### src/chol_pkg.sv
// Shared types and codes for the Cholesky factor and solve core.
// No dependencies; chol_dp, chol_ctrl and the top level import this package.
`default_nettype none
package chol_pkg;

  typedef enum logic [1:0] {
    OP_LOAD_MAT = 2'd0,
    OP_FACTOR   = 2'd1,
    OP_LOAD_RHS = 2'd2,
    OP_SOLVE    = 2'd3
  } op_e;

  typedef enum logic [1:0] {
    ST_OK         = 2'd0,
    ST_NOT_SYM    = 2'd1,
    ST_NOT_PD     = 2'd2,
    ST_NOT_FACTOR = 2'd3
  } status_e;

  localparam logic KIND_STATUS   = 1'b0;
  localparam logic KIND_SOLUTION = 1'b1;

  typedef enum logic [1:0] {
    BASE_MAT = 2'd0,
    BASE_RHS = 2'd1,
    BASE_WRK = 2'd2
  } base_e;

  typedef enum logic [1:0] {
    PH_FACT = 2'd0,
    PH_FWD  = 2'd1,
    PH_BACK = 2'd2
  } phase_e;

  typedef enum logic [3:0] {
    S_IDLE,
    S_SYM_A,
    S_SYM_B,
    S_SYM_C,
    S_F_INIT,
    S_RA,
    S_RB,
    S_MUL,
    S_ACC,
    S_BASE,
    S_LOAD,
    S_GO,
    S_WAIT,
    S_EMIT_RD,
    S_EMIT_OUT
  } state_e;

  typedef enum logic [1:0] {
    U_IDLE,
    U_DIV,
    U_SQRT,
    U_DIVFIN
  } unit_e;

  typedef struct packed {
    logic [1:0]        operation;
    logic [2:0]        row;
    logic [2:0]        col;
    logic signed [31:0] value;
  } req_t;

  typedef struct packed {
    logic              kind;
    logic [1:0]        status;
    logic [2:0]        index;
    logic signed [31:0] solution;
    logic              last;
  } res_t;

  typedef struct packed {
    logic       load_mat;
    logic       load_rhs;
    logic [2:0] mat_row;
    logic [2:0] mat_col;
    logic [2:0] fac_row;
    logic [2:0] fac_col;
    logic [2:0] vec_idx;
    logic       fac_we;
    logic       wrk_we;
    logic       lat_a;
    logic       a_from_mat;
    logic       mul;
    logic       b_from_wrk;
    logic       acc_clr;
    logic       acc_add;
    logic       load_d;
    base_e      base_sel;
    logic       div_start;
    logic       sqrt_start;
    logic       emit_stat;
    status_e    stat_code;
    logic       emit_sol;
    logic       last;
  } cmd_t;

  typedef struct packed {
    logic sym_eq;
    logic d_le0;
    logic unit_busy;
  } stat_t;

endpackage
`default_nettype wire

### src/chol_ctrl.sv
// Controller: request decode, loop counters and sequencing of the
// symmetry check, factor, substitution and result emission. Uses chol_pkg.
`default_nettype none
module chol_ctrl import chol_pkg::*; #(
  parameter int MAX_N = 8
) (
  input  wire logic       clk_i,
  input  wire logic       rst_ni,
  input  wire logic       start_i,
  input  wire logic [1:0] op_i,
  input  wire logic       cfg_we_i,
  input  wire logic [3:0] cfg_wdata_i,
  input  wire stat_t      stat_i,
  output logic            busy_o,
  output cmd_t            cmd_o
);

  localparam int NMAX = (MAX_N < 8) ? MAX_N : 8;

  state_e     state_q, state_d;
  phase_e     phase_q, phase_d;
  logic [3:0] i_q, i_d, j_q, j_d, k_q, k_d, size_q, size_d;
  logic       fact_q, fact_d;
  logic [3:0] n, limit, j_init;
  logic       accept;

  always_comb begin
    if (size_q == 4'd0) begin
      n = 4'd1;
    end else if (size_q > 4'(NMAX)) begin
      n = 4'(NMAX);
    end else begin
      n = size_q;
    end
  end

  assign limit  = (phase_q == PH_BACK) ? n : i_q;
  assign j_init = (phase_q == PH_BACK) ? i_q + 4'd1 : 4'd0;
  assign busy_o = state_q != S_IDLE;
  assign accept = start_i && state_q == S_IDLE;

  always_ff @(posedge clk_i or negedge rst_ni) begin
    if (!rst_ni) begin
      state_q <= S_IDLE;
      phase_q <= PH_FACT;
      i_q     <= '0;
      j_q     <= '0;
      k_q     <= '0;
      size_q  <= 4'd8;
      fact_q  <= 1'b0;
    end else begin
      state_q <= state_d;
      phase_q <= phase_d;
      i_q     <= i_d;
      j_q     <= j_d;
      k_q     <= k_d;
      size_q  <= size_d;
      fact_q  <= fact_d;
    end
  end

  always_comb begin
    state_d = state_q;
    phase_d = phase_q;
    i_d     = i_q;
    j_d     = j_q;
    k_d     = k_q;
    size_d  = size_q;
    fact_d  = fact_q;
    cmd_o   = '0;

    case (state_q)
      S_IDLE: begin
        if (accept) begin
          case (op_i)
            OP_LOAD_MAT: cmd_o.load_mat = 1'b1;
            OP_LOAD_RHS: cmd_o.load_rhs = 1'b1;
            OP_FACTOR: begin
              i_d = '0;
              if (n < 4'd2) begin
                phase_d = PH_FACT;
                k_d     = '0;
                state_d = S_F_INIT;
              end else begin
                j_d     = 4'd1;
                state_d = S_SYM_A;
              end
            end
            OP_SOLVE: begin
              if (!fact_q) begin
                cmd_o.emit_stat = 1'b1;
                cmd_o.stat_code = ST_NOT_FACTOR;
              end else begin
                phase_d = PH_FWD;
                i_d     = '0;
                state_d = S_F_INIT;
              end
            end
            default: ;
          endcase
        end
      end
      S_SYM_A: begin
        cmd_o.mat_row = i_q[2:0];
        cmd_o.mat_col = j_q[2:0];
        state_d       = S_SYM_B;
      end
      S_SYM_B: begin
        cmd_o.lat_a      = 1'b1;
        cmd_o.a_from_mat = 1'b1;
        cmd_o.mat_row    = j_q[2:0];
        cmd_o.mat_col    = i_q[2:0];
        state_d          = S_SYM_C;
      end
      S_SYM_C: begin
        if (!stat_i.sym_eq) begin
          cmd_o.emit_stat = 1'b1;
          cmd_o.stat_code = ST_NOT_SYM;
          fact_d          = 1'b0;
          state_d         = S_IDLE;
        end else if (j_q + 4'd1 < n) begin
          j_d     = j_q + 4'd1;
          state_d = S_SYM_A;
        end else if (i_q + 4'd2 < n) begin
          i_d     = i_q + 4'd1;
          j_d     = i_q + 4'd2;
          state_d = S_SYM_A;
        end else begin
          phase_d = PH_FACT;
          i_d     = '0;
          k_d     = '0;
          state_d = S_F_INIT;
        end
      end
      S_F_INIT: begin
        cmd_o.acc_clr = 1'b1;
        j_d           = j_init;
        state_d       = (j_init < limit) ? S_RA : S_BASE;
      end
      S_RA: begin
        cmd_o.fac_row = (phase_q == PH_BACK) ? j_q[2:0] : i_q[2:0];
        cmd_o.fac_col = (phase_q == PH_BACK) ? i_q[2:0] : j_q[2:0];
        state_d       = S_RB;
      end
      S_RB: begin
        cmd_o.lat_a   = 1'b1;
        cmd_o.fac_row = k_q[2:0];
        cmd_o.fac_col = j_q[2:0];
        cmd_o.vec_idx = j_q[2:0];
        state_d       = S_MUL;
      end
      S_MUL: begin
        cmd_o.mul        = 1'b1;
        cmd_o.b_from_wrk = phase_q != PH_FACT;
        state_d          = S_ACC;
      end
      S_ACC: begin
        cmd_o.acc_add = 1'b1;
        j_d           = j_q + 4'd1;
        state_d       = (j_q + 4'd1 < limit) ? S_RA : S_BASE;
      end
      S_BASE: begin
        cmd_o.fac_row = i_q[2:0];
        cmd_o.fac_col = i_q[2:0];
        cmd_o.mat_row = k_q[2:0];
        cmd_o.mat_col = i_q[2:0];
        cmd_o.vec_idx = i_q[2:0];
        state_d       = S_LOAD;
      end
      S_LOAD: begin
        cmd_o.load_d = 1'b1;
        case (phase_q)
          PH_FACT: cmd_o.base_sel = BASE_MAT;
          PH_FWD:  cmd_o.base_sel = BASE_RHS;
          default: cmd_o.base_sel = BASE_WRK;
        endcase
        state_d = S_GO;
      end
      S_GO: begin
        if (phase_q == PH_FACT && i_q == k_q) begin
          if (stat_i.d_le0) begin
            cmd_o.emit_stat = 1'b1;
            cmd_o.stat_code = ST_NOT_PD;
            fact_d          = 1'b0;
            state_d         = S_IDLE;
          end else begin
            cmd_o.sqrt_start = 1'b1;
            state_d          = S_WAIT;
          end
        end else begin
          cmd_o.div_start = 1'b1;
          state_d         = S_WAIT;
        end
      end
      S_WAIT: begin
        cmd_o.fac_row = k_q[2:0];
        cmd_o.fac_col = i_q[2:0];
        cmd_o.vec_idx = i_q[2:0];
        if (!stat_i.unit_busy) begin
          case (phase_q)
            PH_FACT: begin
              cmd_o.fac_we = 1'b1;
              if (i_q < k_q) begin
                i_d     = i_q + 4'd1;
                state_d = S_F_INIT;
              end else if (k_q + 4'd1 < n) begin
                k_d     = k_q + 4'd1;
                i_d     = '0;
                state_d = S_F_INIT;
              end else begin
                cmd_o.emit_stat = 1'b1;
                cmd_o.stat_code = ST_OK;
                fact_d          = 1'b1;
                state_d         = S_IDLE;
              end
            end
            PH_FWD: begin
              cmd_o.wrk_we = 1'b1;
              if (i_q + 4'd1 < n) begin
                i_d = i_q + 4'd1;
              end else begin
                phase_d = PH_BACK;
                i_d     = n - 4'd1;
              end
              state_d = S_F_INIT;
            end
            default: begin
              cmd_o.wrk_we = 1'b1;
              if (i_q != 4'd0) begin
                i_d     = i_q - 4'd1;
                state_d = S_F_INIT;
              end else begin
                state_d = S_EMIT_RD;
              end
            end
          endcase
        end
      end
      S_EMIT_RD: begin
        cmd_o.vec_idx = i_q[2:0];
        state_d       = S_EMIT_OUT;
      end
      S_EMIT_OUT: begin
        cmd_o.vec_idx  = i_q[2:0];
        cmd_o.emit_sol = 1'b1;
        cmd_o.last     = i_q + 4'd1 == n;
        if (i_q + 4'd1 < n) begin
          i_d     = i_q + 4'd1;
          state_d = S_EMIT_RD;
        end else begin
          state_d = S_IDLE;
        end
      end
      default: state_d = S_IDLE;
    endcase

    if (cfg_we_i) begin
      size_d = cfg_wdata_i;
      fact_d = 1'b0;
    end
  end

`ifndef SYNTH
  a_idle_no_unit: assert property (@(posedge clk_i) disable iff (!rst_ni)
    (state_q == S_IDLE) |-> !(cmd_o.div_start || cmd_o.sqrt_start))
    else $error("arithmetic unit started from idle");
  a_sol_factored: assert property (@(posedge clk_i) disable iff (!rst_ni)
    cmd_o.emit_sol |-> fact_q)
    else $error("solution emitted without a valid factor");
  a_stat_ends: assert property (@(posedge clk_i) disable iff (!rst_ni)
    (cmd_o.emit_stat && !cfg_we_i) |=> (state_q == S_IDLE))
    else $error("status report did not end the command");
`endif

endmodule
`default_nettype wire

### config.mk
export PLATFORM = sky130hd
export DESIGN_NAME = chol_ctrl
export DESIGN_NICKNAME = d
export VERILOG_FILES = /design/src/chol_pkg.sv /design/src/chol_ctrl.sv
export SDC_FILE = /design/constraint.sdc
export NUM_CORES = 1
export LEC_CHECK = 0
export CAP_MARGIN = 10
export CORE_ASPECT_RATIO = 0.5
export CORE_MARGIN = 3
export CORE_UTILIZATION = 42
export CTS_CLUSTER_SIZE = 25
export DETAILED_ROUTE_END_ITERATION = 7
export DONT_BUFFER_PORTS = 1
export HOLD_SLACK_MARGIN = 0.06
export RECOVER_POWER = 25
export SYNTH_ARGS = -nofsm -noshare
export SYNTH_HDL_FRONTEND = slang
export SYNTH_SLANG_ARGS = --single-unit
### constraint.sdc
create_clock -name clk_i -period 5.8 [get_ports clk_i]
set_input_delay 0.58 -clock clk_i [delete_from_list [all_inputs] [get_ports clk_i]]
set_output_delay 0.58 -clock clk_i [all_outputs]
set_load 0.1 [all_outputs]
==> metrics.md, run 1 <==
| Metric | Value |
|---|---|
| Via Count | `3174` |
| EDFF count, synth | `0` |
| Placed Cells | `481` |
| Top cell type's share of synthesized area | `17.5%` |
| Dominant synthesized flop cell | `dfrtp_1` |
| Reg2Reg Depth | `11` |
| Top cells by area, synth | `dfrtp_1 (18%), ha_1 (13%), nand2_1 (4.9%)` |
| Mapped Area | `0.00315 mm²` |
| Routability cong. | `1.05` |
| Ys Warns | `0` |
| Crit path largest cell delay | `940 ps` |
| Crit-path leading delay family | `simple AND/OR/NAND/NOR gates` |
| CTS buffer count | `3` |
| Worst r2r dst | `phase_q[0]` |
| Largest fanout on the critical path | `23` |
| Pwr dens | `576 mW/mm²` |
| Critical-path top delay cell | `nor2_2` |
| Worst EP required | `5220 ps` |
| Non-Filler Instances | `486` |
| Initial Utilization | `45.2%` |
| CP startpoint kind | `register` |
| Final-report hold violation count | `0` |
| Clock latency on the worst-skew pair | `270 ps` |
| Worst VDD drop | `0.193 mV` |
| Sinks on Clock Net | `23` |
| Synth Net Count | `448` |
| First-pass GRT wire length | `16100 µm` |
| RSZ-0062 raised after global routing | `no` |
| Crit path cell chain | `or2_1, nor2_2, a22oi_1, nand2_1` |
| Post-DP Area | `0.00348 mm²` |
| Reg2reg start | `i_q[2]` |
| Design area | `0.00356 mm²` |
| DR WL/cell | `21.4 µm` |
| Status | `finished clean` |
| P&R area growth vs syn | `13.2%` |
| GRT Total Usage | `24.0%` |
| Pre-antenna DRT Iters | `6` |
| # Post-CTS Setup Buffers | `0` |
| Core area | `0.00696 mm²` |
| Io pins | `49` |
| Nets | `441` |
| Worst path depth | `4` |
| Crit end category | `output port` |
| Full die area | `0.00863 mm²` |
| Gr ovfl total | `0` |
| Clock Skews | `1.93 ps` |
| Die height | `67.2 µm` |
| Detailed Place HPWL | `7840 µm` |
| Cells after synthesis | `402` |
| Leak pwr | `1.40 nW` |
| H-tree Lvls | `1` |
| Crit Path Class | `register to output port` |
| Hold Crit Class | `primary input to asynchronous set/reset pin` |
| Async SR Flop Fraction | `100%` |
| Port Buffers | `0` |
| Largest net degree at the start of global routing | `24` |
| Hold WS | `148 ps` |
| Ant diodes | `0` |
| Max Clk Rate | `261 MHz` |
| Pins Over Slew Limit | `0` |
| Number of global-route vias before repair | `2990` |
| Worst reg2reg setup slack | `2380 ps` |
| # setup viols final | `0` |
| Critical path origin | `state_q[3]` |
| Slew @ Worst Pin | `1350 ps` |
| Root buffer cell | `clkbuf_16` |
| 1st-iter DRT viols | `481` |
| Ratio of cells with drive above 1 in the final layout | `14.5%` |
| Post-synth cell types | `68` |
| CP Data Arrival Time | `3260 ps` |
| Cell taking the most area after synthesis | `dfrtp_1` |
| CTS tree | `done` |
| Slew HR | `10.2%` |
| Sequential fraction of the synthesis area | `18.3%` |
| Clock-pin transition on the worst setup and hold timing paths | `70 ps` |
| Synthesized flop and latch total | `23` |
| WL final | `10400 µm` |
| DRC viols | `0` |
| Fin crit share | `66.1%` |
| Fin Setup TNS | `0 ps` |
| Mean Syn Cell Area | `7.82 µm²` |
| Clock buffer depth | `2` |
| Max Cap Viol | `0` |
| Initial antenna violation count | `0` |
| Die W | `128 µm` |
| CP bufs+invs | `0` |
| Antenna Nets Post-Route | `0` |
| Num rows | `21` |
| Final worst path period need | `3840 ps` |
| Mean number of vias per cell | `6.53` |
| Setup crit end | `cmd_o[30]` |
| Fill cell count | `644` |
-- cell type report --
cell class | instances | area (µm²) | share of cell area, %
Sequential cell | 23 | 577 | 16.2
Clock inverter | 1 | 7.51 | 0.211
Inverter | 17 | 63.8 | 1.79
Tap cell | 92 | 115 | 3.23
Timing Repair Buffer | 11 | 226 | 6.36
Multi-Input combinational cell | 339 | 2500 | 70.1
Clock buffer | 3 | 75.1 | 2.11
-- worst reg2reg max path, delay by kind of cell, from the launching register on --
| kind | cells | cell delay [ps] |
|---|---|---|
| AND/OR/NAND/NOR | 2 | 190 |
| multiplexers | 1 | 360 |
| AO/OA/AOI/OAI | 4 | 980 |
| flip-flops | 1 | 740 |
| buffers and inverters | 1 | 90 |
| adder cells (fa/ha/maj) | 2 | 630 |
| XOR/XNOR | 1 | 320 |
-- placed cells by master, fill, tap and decap left out, types with 8 or more instances in the layout --
master and count:
o21a_1 11, dfrtp_1 22, o21ai_0 12, nor2_1 28, ha_1 33, clkbuf_16 8
nand3_1 9, nor2b_1 15, nor2_2 9, inv_1 16, nand2b_1 12, a21oi_1 27
nand2_1 41, a22oi_1 10
-- per-layer routing --
layer  vias up  GRT usage [%]  share of wire (%)
li1       1466              -                  -
met4         0           4.50               0.85
met2       168           36.5                 42
met5         -              0                  0
met1      1527           32.1                 45
met3        13           10.0                 11
-- state kept, by name, indices dropped and copies added, names as in the netlist --
| register | count |
|---|---|
| k_q | 4 |
| phase_q | 2 |
| j_q | 4 |
| state_q | 4 |
| size_q | 4 |
| i_q | 4 |
| fact_q | 1 |
-- synthesized netlist by cell type (2+ instances only) --
| cell type | count |
|---|---|
| a211oi_1 | 2 |
| a21boi_0 | 3 |
| a21o_1 | 2 |
| a21oi_1 | 27 |
| a22o_1 | 7 |
| a22oi_1 | 10 |
| a31oi_1 | 7 |
| a32oi_1 | 4 |
| a41oi_1 | 2 |
| and2_1 | 6 |
| and3_1 | 3 |
| buf_2 | 6 |
| buf_6 | 4 |
| clkbuf_1 | 12 |
| dfrtp_1 | 22 |
| ha_1 | 33 |
| inv_1 | 16 |
| mux2_2 | 3 |
| mux2i_1 | 7 |
| nand2_1 | 41 |
| nand2b_1 | 12 |
| nand3_1 | 9 |
| nand3b_1 | 2 |
| nor2_1 | 37 |
| nor2_4 | 4 |
| nor2b_1 | 15 |
| nor3_1 | 11 |
| nor3b_1 | 2 |
| nor4b_1 | 2 |
| nor4bb_1 | 2 |
| o211ai_1 | 5 |
| o21a_1 | 11 |
| o21ai_0 | 13 |
| o21ai_1 | 5 |
| o21bai_1 | 3 |
| o221ai_1 | 3 |
| o22a_1 | 2 |
| o22ai_1 | 5 |
| o2bb2ai_1 | 3 |
| o32ai_1 | 3 |
| or2_1 | 2 |
| xnor2_1 | 4 |
| xor2_1 | 5 |
-- logic make-up after synthesis --
kind of cell | synth area share (%)
XOR/XNOR | 2.51
AND/OR/NAND/NOR | 25.9
flip-flops | 18.3
adder cells (fa/ha/maj) | 13.1
AO/OA/AOI/OAI | 30.0
buffers and inverters | 6.09
multiplexers | 4.14
-- how the worst min path moves through the flow --
stage / start / end / slack [ps] / depth (start not counted)
4_1_cts: rst_ni / state_q[1] / 120 / 1
6_report: rst_ni / size_q[3] / 150 / 0
3_3_place_gp: rst_ni / state_q[1] / 290 / 0
5_1_grt: rst_ni / size_q[3] / 140 / 0
3_5_place_dp: rst_ni / state_q[1] / 280 / 0
2_1_floorplan: rst_ni / fact_q / 280 / 0
-- power by group --
group          switching, mW  total, mW  internal, mW  leakage [nW]
clock network         0.0712      0.165        0.0940        0.0371
logic                   1.09       1.53         0.445          1.07
registers              0.153      0.355         0.202         0.292
-- timing repair --
item	CTS	global route
hold buffers	1	0
hold endpoints to repair	22	0
gates resized for setup	0	0
-- through the flow --
stage | power, mW | worst slack (ps) | utilization [%]
after global routing | 2.18 | 1860 | 51.2
after floorplan | 1.57 | 316 | -
after global placement | 1.81 | 2350 | 49.9
after CTS | 2.02 | 1990 | 51.4
final | 2.05 | 1960 | 51.2
after detailed placement | 1.84 | 2280 | 49.9
(Power assumes the default switching activity.)
==> inputs of run 2 (changes only) <==
==> constraint.sdc (replaced) <==
create_clock -name clk_i -period 3.2 [get_ports clk_i]
set_input_delay 0.32 -clock clk_i [delete_from_list [all_inputs] [get_ports clk_i]]
set_output_delay 0.32 -clock clk_i [all_outputs]
set_load 0.1 [all_outputs]
==> metrics.md, run 2 (synthesized netlist as in run 1, its figures left out) <==
| Metric | Value |
|---|---|
| Worst r2r dst | `phase_q[0]` |
| Clock-pin transition on the worst setup and hold timing paths | `80 ps` |
| H-tree Lvls | `1` |
| Failing checks | `capacitance limit, slew limit` |
| Slew HR | `-0.383%` |
| Pre-antenna DRT Iters | `5` |
| Ant diodes | `0` |
| Port Buffers | `0` |
| DRC viols | `0` |
| Mean number of vias per cell | `6.36` |
| Most frequent cells in the layout | `nand2_1 (41), buf_4 (37), ha_1 (33), nor2_1 (28), a21oi_1 (27)` |
| Initial Utilization | `45.2%` |
| Die height | `67.2 µm` |
| Leak pwr | `1.64 nW` |
| Post-DP Area | `0.00384 mm²` |
| Most Frequent Cell on Critical Path | `ha_1` |
| # setup viols final | `0` |
| Initial antenna violation count | `1` |
| First-pass GRT wire length | `16900 µm` |
| Clock buffer depth | `2` |
| CTS buffer count | `3` |
| Routability cong. | `1.03` |
| Final-report hold violation count | `0` |
| Nets | `482` |
| Pwr dens | `1040 mW/mm²` |
| Root buffer cell | `clkbuf_16` |
| Detailed Place HPWL | `8370 µm` |
| Crit Path Class | `register to register` |
| Final worst path period need | `2920 ps` |
| Number of global-route vias before repair | `3204` |
| Largest fanout on the critical path | `15` |
| Crit path cell chain | `inv_1, ha_1, ha_1, nor2b_1, o21ba_2, o21ai_1, o21a_1, a311oi_2, mux2_1` |
| Clock Skews | `8.95 ps` |
| Max Clk Rate | `342 MHz` |
| P&R area growth vs syn | `25.2%` |
| Crit path largest cell delay | `680 ps` |
| CP startpoint kind | `register` |
| Hold Crit Class | `primary input to register` |
| Fin crit share | `91.3%` |
| CP Data Arrival Time | `3070 ps` |
| Worst EP required | `3350 ps` |
| Worst VDD drop | `0.506 mV` |
| Placement Setup Slack | `375 ps` |
| Die W | `128 µm` |
| Num rows | `21` |
| Pins Over Slew Limit | `23` |
| Worst reg2reg setup slack | `280 ps` |
| CTS tree | `done` |
| Crit end category | `register` |
| Slew @ Worst Pin | `1510 ps` |
| Sinks on Clock Net | `23` |
| Io pins | `49` |
| Hold endpoint | `size_q[3]` |
| Critical-path top delay cell | `dfrtp_1` |
| Ratio of cells with drive above 1 in the final layout | `22.3%` |
| Hold Startpoint | `cfg_we_i` |
| Reg2Reg Depth | `9` |
| Via Count | `3353` |
| Largest net degree at the start of global routing | `24` |
| Layout Utilization | `56.6%` |
| Antenna Nets Post-Route | `0` |
| Hold path depth | `1` |
| WL final | `10700 µm` |
| Reg2reg start | `i_q[0]` |
| Commonest non-fill, non-tap cell in the layout | `nand2_1` |
| Full die area | `0.00863 mm²` |
| 1st-iter DRT viols | `297` |
| Core area | `0.00696 mm²` |
| Max Cap Viol | `1` |
| Critical path origin | `i_q[0]` |
| Gr ovfl total | `0` |
| Min setup slack post-route | `279 ps` |
| GRT Total Usage | `24.8%` |
| Status | `finished, violations left` |
| Clock latency on the worst-skew pair | `270 ps` |
| DR WL/cell | `20.3 µm` |
| RSZ-0062 raised after global routing | `no` |
| Design area | `0.00394 mm²` |
[run 2: changes by cell type in the layout (fill, tap and decap cells not counted), sizes merged]
cell         delta
buf            +42
clkbuf          -2
dlygate4sd3     +1
[run 2: worst max path at each step]
| stage | cells past startpoint | to | slack (ps) |
|---|---|---|---|
| finish | 9 | phase_q[0] | 280 |
| CTS | 10 | phase_q[0] | 330 |
| global route | 10 | phase_q[0] | 50 |
| global placement | 10 | phase_q[0] | 430 |
| detailed placement | 9 | phase_q[0] | 380 |
| floorplan | 6 | cmd_o[33] | -430 |
[run 2: what timing repair did]
item                                   CTS  global route
gates resized for setup                  0             0
setup buffers                            0             0
hold buffers                             2             0
endpoints found under the hold margin   23             0
[run 2: critical path: cells and delay by family (launching register included)]
kind	cells	cell delay, ps
simple gates	1	190
fa+ha+maj	2	670
flops	1	680
compound gates	4	770
buf+inv	1	140
mux	1	350
[run 2: per-layer routing]
| metal | up-vias | part of all wire, % | GRT usage, % |
|---|---|---|---|
| met1 | 1642 | 49 | 35.7 |
| met4 | 2 | 1.5 | 3.84 |
| met3 | 23 | 7.5 | 4.74 |
| met2 | 136 | 42 | 39.6 |
| li1 | 1550 | - | - |
| met5 | - | 0.14 | 0 |
[run 2: cell type report]
type,instances,area [µm²]
Tap cell,92,115
Fill cell,628,3020
Multi-Input combinational cell,339,2530
Clock inverter,1,7.51
Clock buffer,3,75.1
Timing Repair Buffer,52,567
Inverter,17,63.8
Sequential cell,23,577
[run 2: power by group]
part / internal [mW] / leakage, nW / switching, mW
clock network: 0.170 / 0.0371 / 0.128
logic: 1.09 / 1.31 / 2.12
registers: 0.368 / 0.292 / 0.217
total: 1.63 / 1.64 / 2.47
[run 2: through the flow]
| step | hold WS, ps | instances | power [mW] | setup TNS [ps] |
|---|---|---|---|---|
| after floorplan | 24.4 | 402 | 2.90 | -1120 |
| after global placement | 25.0 | 521 | 3.69 | 0 |
| after detailed placement | 25.0 | 521 | 3.72 | 0 |
| after CTS | 103 | 527 | 4.05 | 0 |
| after global routing | 97.6 | 527 | 4.35 | 0 |
| final | 103 | 527 | 4.10 | 0 |
